$ cat src/rtl/bce_pkg.sv
// ----------------------------------------------------------------------------
// bce_pkg
// Shared widths, codes and controller/datapath interface types for the
// betweenness centrality engine.
// ----------------------------------------------------------------------------
package bce_pkg;

  localparam int unsigned MAX_VERTICES_DEF     = 4096;
  localparam int unsigned MAX_EDGES_DEF        = 65536;
  localparam int unsigned MAX_PREDECESSORS_DEF = 32;

  localparam int unsigned OPC_W     = 2;
  localparam int unsigned INDEX_W   = 16;
  localparam int unsigned VALUE_W   = 17;
  localparam int unsigned NV_W      = 13;
  localparam int unsigned NE_W      = 17;
  localparam int unsigned CFG_IDX_W = 1;
  localparam int unsigned CFG_W     = 17;
  localparam int unsigned VERTEX_W  = 12;
  localparam int unsigned SCORE_W   = 40;
  localparam int unsigned SIGMA_W   = 32;
  localparam int unsigned FRAC_W    = 16;
  localparam int unsigned DCNT_W    = $clog2(FRAC_W);

  typedef enum logic [OPC_W-1:0] {
    OP_WR_OFFSET    = 2'd0,
    OP_WR_NEIGHBOUR = 2'd1,
    OP_RUN          = 2'd2,
    OP_READ         = 2'd3
  } opcode_t;

  localparam logic [CFG_IDX_W-1:0] REG_NUM_VERTICES = 1'd0;
  localparam logic [CFG_IDX_W-1:0] REG_NUM_EDGES    = 1'd1;

  localparam logic KIND_DONE  = 1'b0;
  localparam logic KIND_SCORE = 1'b1;

  typedef enum logic [23:0] {
    ST_IDLE       = 24'h000001,
    ST_READ       = 24'h000002,
    ST_CLR        = 24'h000004,
    ST_SRC_INIT   = 24'h000008,
    ST_SRC_SEED   = 24'h000010,
    ST_BFS_HEAD   = 24'h000020,
    ST_BFS_V      = 24'h000040,
    ST_BFS_RS0    = 24'h000080,
    ST_BFS_RS1    = 24'h000100,
    ST_BFS_EDGE   = 24'h000200,
    ST_BFS_NB     = 24'h000400,
    ST_BFS_W      = 24'h000800,
    ST_REV_POP    = 24'h001000,
    ST_REV_W      = 24'h002000,
    ST_REV_WD     = 24'h004000,
    ST_REV_PRED   = 24'h008000,
    ST_REV_V      = 24'h010000,
    ST_REV_DIVSET = 24'h020000,
    ST_REV_DIV    = 24'h040000,
    ST_REV_MUL0   = 24'h080000,
    ST_REV_MUL1   = 24'h100000,
    ST_REV_ACC    = 24'h200000,
    ST_REV_UPD    = 24'h400000,
    ST_DONE       = 24'h800000
  } state_t;

  typedef struct packed {
    state_t phase;
    logic   accept;
  } cmd_t;

  typedef struct packed {
    logic clr_last;
    logic init_last;
    logic n_zero;
    logic src_last;
    logic head_lt_tail;
    logic edge_more;
    logic w_out;
    logic tail_zero;
    logic pred_more;
    logic div_trivial;
    logic div_last;
    logic out_free;
  } sts_t;

endpackage

$ cat src/rtl/bce_ctrl.sv
// ----------------------------------------------------------------------------
// bce_ctrl
// Sequencer for load, read and run transactions: walks the score clear,
// per-source init, breadth-first pass and reverse accumulation.
// ----------------------------------------------------------------------------
module bce_ctrl import bce_pkg::*; (
  input  logic             clk,
  input  logic             rst_n,
  input  logic             in_valid,
  input  logic [OPC_W-1:0] in_opcode,
  output logic             in_stall,
  input  sts_t             sts,
  output cmd_t             cmd
);

  state_t state_r, state_nxt;
  logic   accept;

  assign in_stall   = (state_r != ST_IDLE) || !sts.out_free;
  assign accept     = in_valid && !in_stall;
  assign cmd.phase  = state_r;
  assign cmd.accept = accept;

  always_comb begin
    state_nxt = state_r;
    unique case (state_r)
      ST_IDLE: begin
        if (accept) begin
          if (opcode_t'(in_opcode) == OP_RUN) state_nxt = ST_CLR;
          else if (opcode_t'(in_opcode) == OP_READ) state_nxt = ST_READ;
        end
      end
      ST_READ:       if (sts.out_free) state_nxt = ST_IDLE;
      ST_CLR:        if (sts.clr_last) state_nxt = sts.n_zero ? ST_DONE : ST_SRC_INIT;
      ST_SRC_INIT:   if (sts.init_last) state_nxt = ST_SRC_SEED;
      ST_SRC_SEED:   state_nxt = ST_BFS_HEAD;
      ST_BFS_HEAD:   state_nxt = sts.head_lt_tail ? ST_BFS_V : ST_REV_POP;
      ST_BFS_V:      state_nxt = ST_BFS_RS0;
      ST_BFS_RS0:    state_nxt = ST_BFS_RS1;
      ST_BFS_RS1:    state_nxt = ST_BFS_EDGE;
      ST_BFS_EDGE:   state_nxt = sts.edge_more ? ST_BFS_NB : ST_BFS_HEAD;
      ST_BFS_NB:     state_nxt = sts.w_out ? ST_BFS_EDGE : ST_BFS_W;
      ST_BFS_W:      state_nxt = ST_BFS_EDGE;
      ST_REV_POP: begin
        if (!sts.tail_zero) state_nxt = ST_REV_W;
        else state_nxt = sts.src_last ? ST_DONE : ST_SRC_INIT;
      end
      ST_REV_W:      state_nxt = ST_REV_WD;
      ST_REV_WD:     state_nxt = ST_REV_PRED;
      ST_REV_PRED:   state_nxt = sts.pred_more ? ST_REV_V : ST_REV_POP;
      ST_REV_V:      state_nxt = ST_REV_DIVSET;
      ST_REV_DIVSET: state_nxt = sts.div_trivial ? ST_REV_MUL0 : ST_REV_DIV;
      ST_REV_DIV:    if (sts.div_last) state_nxt = ST_REV_MUL0;
      ST_REV_MUL0:   state_nxt = ST_REV_MUL1;
      ST_REV_MUL1:   state_nxt = ST_REV_ACC;
      ST_REV_ACC:    state_nxt = ST_REV_UPD;
      ST_REV_UPD:    state_nxt = ST_REV_PRED;
      ST_DONE:       if (sts.out_free) state_nxt = ST_IDLE;
      default:       state_nxt = ST_IDLE;
    endcase
  end

  always_ff @(posedge clk) begin
    if (!rst_n) begin
      state_r <= ST_IDLE;
    end else begin
      state_r <= state_nxt;
    end
  end

endmodule

$ cat config.mk
export PLATFORM = sky130hd
export DESIGN_NAME = bce_ctrl
export DESIGN_NICKNAME = d
export VERILOG_FILES = /design/src/rtl/bce_pkg.sv /design/src/rtl/bce_ctrl.sv
export SDC_FILE = /design/constraint.sdc
export NUM_CORES = 1
export LEC_CHECK = 0
export BUFFER_PORTS_ARGS = -buffer_cell sky130_fd_sc_hd__buf_2
export CAP_MARGIN = 20
export CORE_AREA = 2 2 66 68
export DETAILED_ROUTE_END_ITERATION = 6
export DIE_AREA = 0 0 68 70
export GPL_ROUTABILITY_DRIVEN = 0
export HOLD_SLACK_MARGIN = 0.02
export MAX_ROUTING_LAYER = met4
export PLACE_DENSITY = 0.61
export SYNTH_ARGS = -nofsm -noshare
export SYNTH_HDL_FRONTEND = slang
export SYNTH_SLANG_ARGS = --single-unit
$ cat constraint.sdc
create_clock -name clk -period 2.55 [get_ports clk]
set_input_delay 0.255 -clock clk [delete_from_list [all_inputs] [get_ports clk]]
set_output_delay 0.255 -clock clk [all_outputs]
set_load 0.005 [all_outputs]
* Yosys cells after proc, flatten, opt, wreduce, memory -nomap -nowiden
Cells that the tools add are included.
Storage, ports and cells: bits in registers 24, latch bits 0, RAM bits 0, bits in read-only memories 0, input port bits 17, output and inout bits 26, word-level logic and storage cells 58, memories 0
Operators by class: add/subtract/negate cells 0, multiply operators 0, div/mod/pow operators 0, magnitude comparators 0, eq/ne operators 33, shifts and indexed selects 0, muxes and demuxes 16, bitwise gates (word level) 0, reductions and logical operators 8
Operators with widths (number):
- $pmux W24 S21 | 1
- $mux W24 | 10
- $eq A24 B1 Y1 const B | 1
- $eq A24 B10 Y1 const B | 1
- $eq A24 B11 Y1 const B | 1
- $eq A24 B12 Y1 const B | 1
- $eq A24 B13 Y1 const B | 1
- $eq A24 B14 Y1 const B | 1
- $eq A24 B15 Y1 const B | 1
- $eq A24 B16 Y1 const B | 1
- $eq A24 B17 Y1 const B | 1
- $eq A24 B18 Y1 const B | 1
- $eq A24 B19 Y1 const B | 1
- $eq A24 B2 Y1 const B | 1
- $eq A24 B20 Y1 const B | 1
- $eq A24 B21 Y1 const B | 1
- $eq A24 B22 Y1 const B | 1
- $eq A24 B23 Y1 const B | 1
- $eq A24 B24 Y1 const B | 1
- $eq A24 B3 Y1 const B | 1
- $eq A24 B4 Y1 const B | 1
- $eq A24 B5 Y1 const B | 1
- $eq A24 B6 Y1 const B | 1
- $eq A24 B7 Y1 const B | 1
- 17 further kinds | 24

* Logic depth before layout (Yosys ltp)
Gate-level depths: netlist of the first run.
depth after elaboration 6, depth in mapped cells 7, mapped depth without buffers 5

* Worst setup path before layout of the first run
No wires, ideal clock.
path kind register to register, from register state_r[1], to register state_r[0], setup time 0.116 ns, data arrival time 1.886 ns, data required time 2.434 ns, slack 0.548 ns, cell stages (with the launch flop) 7, path buffers 1, period minus slack after synthesis 2.002 ns, cell sequence dfxtp_1 buf_2 or4b_4 a2bb2oi_1 a211oi_2 nor3_1 a41o_1
Between the ends: word-level cells in the longest chain between the ends 6, elaborated cells between the ends (all ways) 39, those cells by class eq/ne (31); mux (1); reduce/logical (7)
RTL lines:
- start, declared | RTL line bce_ctrl.sv:16 | state_t state_r, state_nxt;
- start signal, assigned | RTL line bce_ctrl.sv:67 | state_r <= state_nxt;
- $ne A24 B1 Y1 | RTL line bce_ctrl.sv:19 | assign in_stall = (state_r != ST_IDLE) || !sts.out_free;
- $logic_or A1 B1 Y1 | RTL line bce_ctrl.sv:19
- $logic_not A1 Y1 | RTL line bce_ctrl.sv:20 | assign accept = in_valid && !in_stall;
- $logic_and A1 B1 Y1 | RTL line bce_ctrl.sv:20
- $ne A2 B2 Y1 (no line)
- $reduce_and A6 Y1 (no line)
Parallel ways exist; a longest one is shown, timed or not. A chain may end at the register's enable or synchronous reset.

==> summary.md, run 1 <==
| Metric | Value |
|---|---|
| DP Worst Slack | 0.365 ns |
| Most frequent cell on the critical path | and3_1 |
| Leakage | 0.843 nW |
| Number of flops mapped to enable cells by yosys | 0 |
| Clk sink count | 24 |
| Tcrit/Tclk final | 88.1% |
| Area grow syn2layout | 19.7% |
| Max_cap viols | 0 |
| Layout cells sized above 1 | 26.4% |
| CP peak stage delay | 0.45 ns |
| Max Transition Viols Final | 0 |
| Starting density of the core | 38.2% |
| Root Driver | clkbuf_8 |
| Die area | 0.00476 mm^2 |
| Number of port buffers | 42 |
| FMAX | 0.445 GHz |
| Max_slew headroom | 63.2% |
| Row count | 24 |
| Registers with the most flip-flops | state_r (24) |
| Cell count after synthesis | 189 |
| Yosys top cell by area | dfxtp_1 |
| Final Skew | 0.00678 ns |
| Via count | 1627 |
| Die Height | 70 um |
| Hold Violations, Final | 0 |
| Routed wire length | 4270 um |
| Final Power | 1.04 mW |
| Count of cell types in the netlist | 53 |
| Crit path kind | reg2out |
| Total nets after synthesis | 206 |
| Avg WL per Cell | 15.3 um |
| Slew @ Worst Pin | 0.553 ns |
| Initial antenna violation count | 0 |
| Syn. warnings | 0 |
| CTS tree | built |
| HP Class | in2reg |
| Post-cts hold buffer count | 0 |
| Yosys reg bits | 24 |
| I/O pin count | 43 |
| Clock-pin slew on the worst setup and hold paths | 0.09 ns |
| Arrival @ worst endpoint | 1.99 ns |
| Global-route wire length before repair | 6810 um |
| CP required | 2.30 ns |
| Async S/R FF share, synth | 0% |
| Drt pass-1 iters | 4 |
| PwrDens | 548 mW/mm^2 |
| Setup_tns | 0 ns |
| Worst Path Max Fanout | 7 |
| Clk_lat worst skew | 0.28 ns |
| Final min period | 2.25 ns |
| Crit path launch type | register |
| H-tree levels | 1 |
| Setup bufs post-CTS | 0 |
| Largest register FFs | 24 |
| Total CTS buffers | 3 |
| IR drop worst, VDD | 0.467 mV |
| Drt initial violations | 67 |
| Fin nets | 245 |
| Synth Area per Inst | 8.37 um^2 |
| Seq/Total Area, Yosys | 30.4% |
| Critical path cell sequence | nor4_2 > and4_1 > and3_1 > and3_1 > buf_2 |
| Top-area cell type share of the netlist area | 30.4% |
| Clock buffer depth | 2 |
| Resize count post-CTS | 0 |
| Biggest register | state_r |
| Synth Flop Type | dfxtp_1 |
| Delay-heaviest family, CP | simple AND/OR/NAND/NOR gates |
| Slowest-stage cell, CP | nor4_2 |
| Gr ovfl total | 0 |
| GRT Util Overall | 19.2% |
| Vias in the first global route | 1409 |
| Core area | 0.00414 mm^2 |
| Final worst slack | 0.304 ns |
| Antenna Nets Post-Route | 0 |
| Crit. End Element | output port |
| Buf/Inv on CP | 1 |
| Hold_ws | 0.141 ns |
| Unrepaired setup endpoints after global routing | no |
| Die X | 68 um |
| Vias/cell | 5.83 |
| Drc violations | 0 |
| Post-DP HPWL | 3210 um |
| Endpoints failing setup | 0 |
| Pin count of the biggest net entering global routing | 19 |
| Leading post-synthesis cells by cell area | dfxtp_1 30%, nor3_1 4.4%, o21ai_0 3.8% |
| N_diodes | 0 |
| Status | finished, final reports clean |
| Mapped Area | 0.00158 mm^2 |
[where the power goes]
part	internal [mW]	switching [mW]
sequential	0.387	0.0314
clock	0.210	0.136
combinational	0.123	0.150
[kinds of logic (layout without fill, tap and decap cells)]
family	Yosys count	in the layout	synth area share, %
buf+inv	16	54	4.35
compound gates	34	34	15.8
fa+ha+maj	1	1	0.633
flops	24	24	30.4
xor+xnor	6	6	3.32
simple gates	108	108	45.5
[area by class of cell]
type / instances / area [um^2]
Tap cell: 52 / 65.1
Inverter: 7 / 26.3
Clock inverter: 1 / 30.0
Multi-Input combinational cell: 149 / 1030
Fill cell: 429 / 2250
Sequential cell: 24 / 480
Timing Repair Buffer: 43 / 218
Clock buffer: 3 / 41.3
[metal layers]
layer,wire length [um],track usage (%),up-vias,part of all wire [%]
met4,96,6.44,0,2.3
li1,-,-,801,-
met5,0,-,-,0
met2,1980,27.8,52,46
met3,246,4.19,11,5.8
met1,1940,26.3,763,45
[worst register-to-register path: cells and delay by family, from the launching register on]
kind | cells | cell delay, ns
AOI/OAI and AO/OA | 3 | 0.94
DFF | 1 | 0.54
and+or+nand+nor | 2 | 0.65
[through the flow]
stage	util, %	cell area, um^2	cells
finish	45.7	1890	279
global route	45.7	1890	279
CTS	45.7	1890	279
detailed placement	44.0	1820	275
global placement	44.0	1820	275
floorplan	-	1580	189
[cells in the mapped netlist, drive strengths merged, types with 5 or more instances]
cell	number
and3	7
buf	5
dfxtp	24
inv	7
nand2	11
nand3	7
nand4	8
nor2	10
nor3	15
nor3b	6
nor4	9
nor4b	5
o21ai	12
or4	8
[cells in the final DEF, fill, tap and decap left out, types with 2 or more instances in the layout]
master / n
nand3b_1: 2
a211oi_1: 3
or3_1: 2
nor4_1: 5
nor4b_1: 4
nand3_1: 7
and2_1: 2
nor4_2: 2
inv_1: 7
nand4_1: 8
xor2_1: 3
a21boi_1: 2
buf_2: 42
nand4b_1: 2
and4_1: 2
and3_1: 7
or4_1: 7
nor2b_1: 4
o21ai_0: 12
clkbuf_8: 3
dfxtp_1: 24
or2_2: 2
nor4_4: 2
nor3_1: 14
nand2_1: 11
xnor2_1: 3
nor2_1: 10
o21a_1: 4
nor3b_1: 6
[final timing paths]
path | startpoint | end | slack (ns) | cells past startpoint
worst max register to register | state_r[2] | state_r[0] | 0.32 | 5
worst min register to register | state_r[21] | state_r[22] | 0.52 | 2
worst min-delay path | sts[5] | state_r[11] | 0.14 | 2
worst max-delay path | state_r[4] | cmd[0] | 0.30 | 5
(Power assumes the default switching activity.)
==> run 2: changes to the inputs <==
--- a/config.mk
+++ b/config.mk
@@ -12,7 +12,6 @@
 export DIE_AREA = 0 0 68 70
 export GPL_ROUTABILITY_DRIVEN = 0
 export HOLD_SLACK_MARGIN = 0.02
-export MAX_ROUTING_LAYER = met4
 export PLACE_DENSITY = 0.61
 export SYNTH_ARGS = -nofsm -noshare
 export SYNTH_HDL_FRONTEND = slang
==> run 2 against run 1 <==
Effect of this change: die area is the same; sequential power about the same; first-iteration DRC count rose by 34%; worst setup slack improved by 0.0077 ns; count of clock-buffer cells in the layout is the same; largest power group unchanged; design area unchanged; hold slack got worse by 0.0023 ns; critical path depth unchanged; utilization stayed put; fmax rose by 0.34%.
==> summary.md, run 2 (synthesis gave the netlist of run 1 again) <==
| Metric | Value |
|---|---|
| Status | finished, final reports clean |
| I/O pin count | 43 |
| Most frequent cell on the critical path | and3_1 |
| Commonest non-fill, non-tap cell in the layout | buf_2 |
| Antenna Nets Post-Route | 0 |
| Final Power | 1.04 mW |
| Final core occ | 45.7% |
| CP required | 2.30 ns |
| Die Height | 70 um |
| H-tree levels | 1 |
| DP Worst Slack | 0.365 ns |
| FILL cells | 429 |
| Unrepaired setup endpoints after global routing | no |
| Area post-placement | 0.00182 mm^2 |
| N_diodes | 0 |
| Resize count post-CTS | 0 |
| Clock-pin slew on the worst setup and hold paths | 0.10 ns |
| Area of the multi-input gates | 0.00103 mm^2 |
| Via count | 1628 |
| Leakage | 0.843 nW |
| Initial antenna violation count | 0 |
| Placed insts | 275 |
| Avg WL per Cell | 15.3 um |
| Number of port buffers | 42 |
| Slowest-stage cell, CP | nor4_4 |
| Largest register FFs | 24 |
| Max Transition Viols Final | 0 |
| GRT Util Overall | 18.7% |
| Biggest register | state_r |
| Clk_lat worst skew | 0.28 ns |
| Post-cts hold buffer count | 0 |
| Non-Filler Instances | 279 |
| Max_slew headroom | 61.9% |
| Area grow syn2layout | 19.7% |
| FMAX | 0.447 GHz |
| Row count | 24 |
| Arrival @ worst endpoint | 1.98 ns |
| Setup_tns | 0 ns |
| Registers with the most flip-flops | state_r (24) |
| Drt pass-1 iters | 4 |
| Worst Path Max Fanout | 8 |
| Die area | 0.00476 mm^2 |
| Hold Violations, Final | 0 |
| Drc violations | 0 |
| Core area | 0.00414 mm^2 |
| Max_cap viols | 0 |
| Routed wire length | 4280 um |
| Tcrit/Tclk final | 87.8% |
| Crit. End Element | output port |
| Post-DP HPWL | 3210 um |
| Hold_ws | 0.139 ns |
| Slew @ Worst Pin | 0.572 ns |
| Setup bufs post-CTS | 0 |
| Die X | 68 um |
| Vias in the first global route | 1411 |
| Critical path cell sequence | nor4_4 > and4_1 > and3_1 > and3_1 > buf_2 |
| Drt initial violations | 90 |
| IR drop worst, VDD | 0.467 mV |
| Layout cells sized above 1 | 26.4% |
| Most frequent cells in the layout | 42 x buf_2, 24 x dfxtp_1, 14 x nor3_1 |
| CTS tree | built |
| HP Class | in2reg |
| Pin count of the biggest net entering global routing | 19 |
| Clk sink count | 24 |
| Total CTS buffers | 3 |
| Clock buffer depth | 2 |
| Register area | 480 um^2 |
| Crit path kind | reg2out |
| Global-route wire length before repair | 6800 um |
| Final min period | 2.24 ns |
| Final instance area | 0.00189 mm^2 |
| Root Driver | clkbuf_8 |
| Crit path launch type | register |
| PwrDens | 549 mW/mm^2 |
| Gr ovfl total | 0 |
| Vias/cell | 5.84 |
| Endpoints failing setup | 0 |
| CP peak stage delay | 0.43 ns |
| Starting density of the core | 38.2% |
| Fin nets | 245 |
| Final Skew | 0.00884 ns |
| Final worst slack | 0.312 ns |
run 2: worst paths after layout:
| kind | startpoint | endpoint | slack (ns) | depth (start not counted) |
|---|---|---|---|---|
| hold reg to reg | state_r[21] | state_r[22] | 0.52 | 2 |
| setup reg to reg | state_r[14] | state_r[0] | 0.32 | 5 |
| setup / recovery | state_r[8] | cmd[0] | 0.31 | 5 |
| hold / removal | sts[5] | state_r[11] | 0.14 | 2 |
run 2: final cells by class:
cell class | count | share of cell area, %
Multi-Input combinational cell | 149 | 54.5
Sequential cell | 24 | 25.4
Timing Repair Buffer | 43 | 11.5
Tap cell | 52 | 3.44
Clock buffer | 3 | 2.18
Clock inverter | 1 | 1.59
Inverter | 7 | 1.39
run 2: per-layer routing:
metal  up-vias  track usage (%)  share of wire [%]  routed length (um)
met2        59             27.8                 46                1970
met4         0             6.44                2.2                  95
met3        11             4.19                6.5                 280
met5         -                0                  0                   0
met1       759             26.3                 45                1930
li1        799                -                  -                   -
run 2: power breakdown:
group | internal [mW] | switching, mW | leakage [nW] | total [mW]
sequential | 0.387 | 0.0321 | 0.194 | 0.419
clock | 0.210 | 0.137 | 0.0357 | 0.348
combinational | 0.123 | 0.150 | 0.613 | 0.273
total | 0.720 | 0.320 | 0.843 | 1.04
run 2: worst max-delay path, delay by kind of cell (launching register included):
kind / cells / cell delay (ns)
and+or+nand+nor: 4 / 1.20
DFF: 1 / 0.40
buffers and inverters: 1 / 0.10
==> run 3: changes to the inputs <==
--- a/config.mk
+++ b/config.mk
@@ -13,6 +13,7 @@
 export GPL_ROUTABILITY_DRIVEN = 0
 export HOLD_SLACK_MARGIN = 0.02
 export PLACE_DENSITY = 0.61
+export RECOVER_POWER = 50
 export SYNTH_ARGS = -nofsm -noshare
 export SYNTH_HDL_FRONTEND = slang
 export SYNTH_SLANG_ARGS = --single-unit
==> run 3 against run 2 <==
Effect of this change: combinational power barely moved; design area fell by 0.60%; flip-flop and latch count did not move; critical path depth did not move; register-to-register slack barely moved; worst setup slack improved by 0.00069 ns; power barely moved; largest cell class unchanged; sequential power barely moved; routed wire length did not move.
==> summary.md, run 3 (synthesis gave the netlist of run 1 again) <==
| Metric | Value |
|---|---|
| Delay-heaviest family, CP | simple AND/OR/NAND/NOR gates |
| Post-DP HPWL | 3210 um |
| Drc violations | 0 |
| Clk_lat worst skew | 0.28 ns |
| IR drop worst, VDD | 0.467 mV |
| Via count | 1620 |
| Final worst slack | 0.313 ns |
| Die X | 68 um |
| Area grow syn2layout | 19.0% |
| Setup_tns | 0 ns |
| Most frequent cells in the layout | 33 x buf_2, 24 x dfxtp_1, 14 x nor3_1 |
| Max Transition Viols Final | 0 |
| Clk sink count | 24 |
| Area post-placement | 0.00182 mm^2 |
| Core area | 0.00414 mm^2 |
| Slowest-stage cell, CP | nor4_4 |
| Initial antenna violation count | 0 |
| Reg2Reg Depth | 5 |
| Commonest non-fill, non-tap cell in the layout | buf_2 |
| Avg WL per Cell | 15.3 um |
| H-tree levels | 1 |
| Root Driver | clkbuf_8 |
| CP required | 2.30 ns |
| Worst Path Max Fanout | 8 |
| Resize count post-CTS | 0 |
| Clock buffer depth | 2 |
| Critical path depth | 5 |
| I/O pin count | 43 |
| Hold_ws | 0.139 ns |
| Leakage | 0.803 nW |
| Hold Violations, Final | 0 |
| Biggest register | state_r |
| Die area | 0.00476 mm^2 |
| Total CTS buffers | 3 |
| HP Class | in2reg |
| Arrival @ worst endpoint | 1.98 ns |
| Largest register FFs | 24 |
| Crit path launch type | register |
| Area of the multi-input gates | 0.00103 mm^2 |
| Number of port buffers | 42 |
| Vias/cell | 5.81 |
| Endpoints failing setup | 0 |
| Registers with the most flip-flops | state_r (24) |
| Switching power | 0.319 mW |
| FILL cells | 434 |
| Setup bufs post-CTS | 0 |
| Register share of total power | 40.2% |
| FMAX | 0.447 GHz |
| GRT Util Overall | 18.7% |
| N_diodes | 0 |
| Gr ovfl total | 0 |
| Final Skew | 0.00871 ns |
| Final instance area | 0.00188 mm^2 |
| Tcrit/Tclk final | 87.7% |
| P_int | 0.720 mW |
| Drt pass-1 iters | 4 |
| PwrDens | 552 mW/mm^2 |
| Clock share of power | 33.5% |
| Slew @ Worst Pin | 0.562 ns |
| Unrepaired setup endpoints after global routing | no |
| DP Worst Slack | 0.365 ns |
| Crit. End Element | output port |
| CP peak stage delay | 0.43 ns |
| Die Height | 70 um |
| Global-route wire length before repair | 6800 um |
| Pin count of the biggest net entering global routing | 19 |
| Max_slew headroom | 62.5% |
| Post-cts hold buffer count | 0 |
| Row count | 24 |
| Final Power | 1.04 mW |
| CTS tree | built |
| Net Sw Frac | 30.7% |
| Routed wire length | 4280 um |
| Register area | 480 um^2 |
| Status | finished, final reports clean |
| Critical path cell sequence | nor4_4 > and4_1 > and3_1 > and3_1 > buf_2 |
| Starting density of the core | 38.2% |
| Drt initial violations | 90 |
| Max_cap viols | 0 |
| Most frequent cell on the critical path | and3_1 |
| Final min period | 2.24 ns |
| Crit path kind | reg2out |
| Hold Path Cell Cnt | 2 |
| Fin nets | 245 |
| Antenna Nets Post-Route | 0 |
| Vias in the first global route | 1411 |
| Comb pwr share | 26.3% |
| Clock-pin slew on the worst setup and hold paths | 0.10 ns |
| Buf/Inv on CP | 1 |
| Layout cells sized above 1 | 22.5% |
## run 3: cell types whose count changed in the layout (fill, tap and decap cells not counted), sizes merged
cell,delta
clkbuf,+9
buf,-9
## run 3: metal layers
layer  up-vias  share of wire [%]  track usage, %
met3        11                6.7            4.19
met1       752                 45            26.3
met2        57                 46            27.8
li1        800                  -               -
met4         0                2.2            6.44
met5         -                  0               0
## run 3: metrics by stage
stage	utilization [%]	std cells
global placement	44.0	275
finish	45.4	279
floorplan	-	189
CTS	45.7	279
global route	45.4	279
detailed placement	44.0	275
## run 3: final cells by class
type / count / area share [%]
Multi-Input combinational cell: 149 / 54.9
Sequential cell: 24 / 25.5
Timing Repair Buffer: 43 / 11.0
Tap cell: 52 / 3.46
Clock buffer: 3 / 2.19
Clock inverter: 1 / 1.60
Inverter: 7 / 1.40
## run 3: worst reg2reg max path, stage by stage (launching register included)
cell and delay, ns:
dfxtp_1 0.54, or4b_4 0.54, a2bb2oi_1 0.16, a211oi_2 0.51, nor3_1 0.11, a41o_1 0.26
## run 3: final timing paths
path | start | end | slack (ns)
hold / removal | sts[5] | state_r[11] | 0.14
hold reg to reg | state_r[21] | state_r[22] | 0.52
setup reg to reg | state_r[2] | state_r[0] | 0.32
setup / recovery | state_r[8] | cmd[0] | 0.31
## run 3: power by group through the flow
| stage | logic, mW | clock network, mW | registers (mW) |
|---|---|---|---|
| 2_1_floorplan | 0.205 | 0 | 0.410 |
| 3_3_place_gp | 0.270 | 0 | 0.427 |
| 3_5_place_dp | 0.271 | 0 | 0.427 |
| 4_1_cts | 0.273 | 0.351 | 0.418 |
| 5_1_grt | 0.303 | 0.370 | 0.423 |
| 6_report | 0.273 | 0.348 | 0.418 |
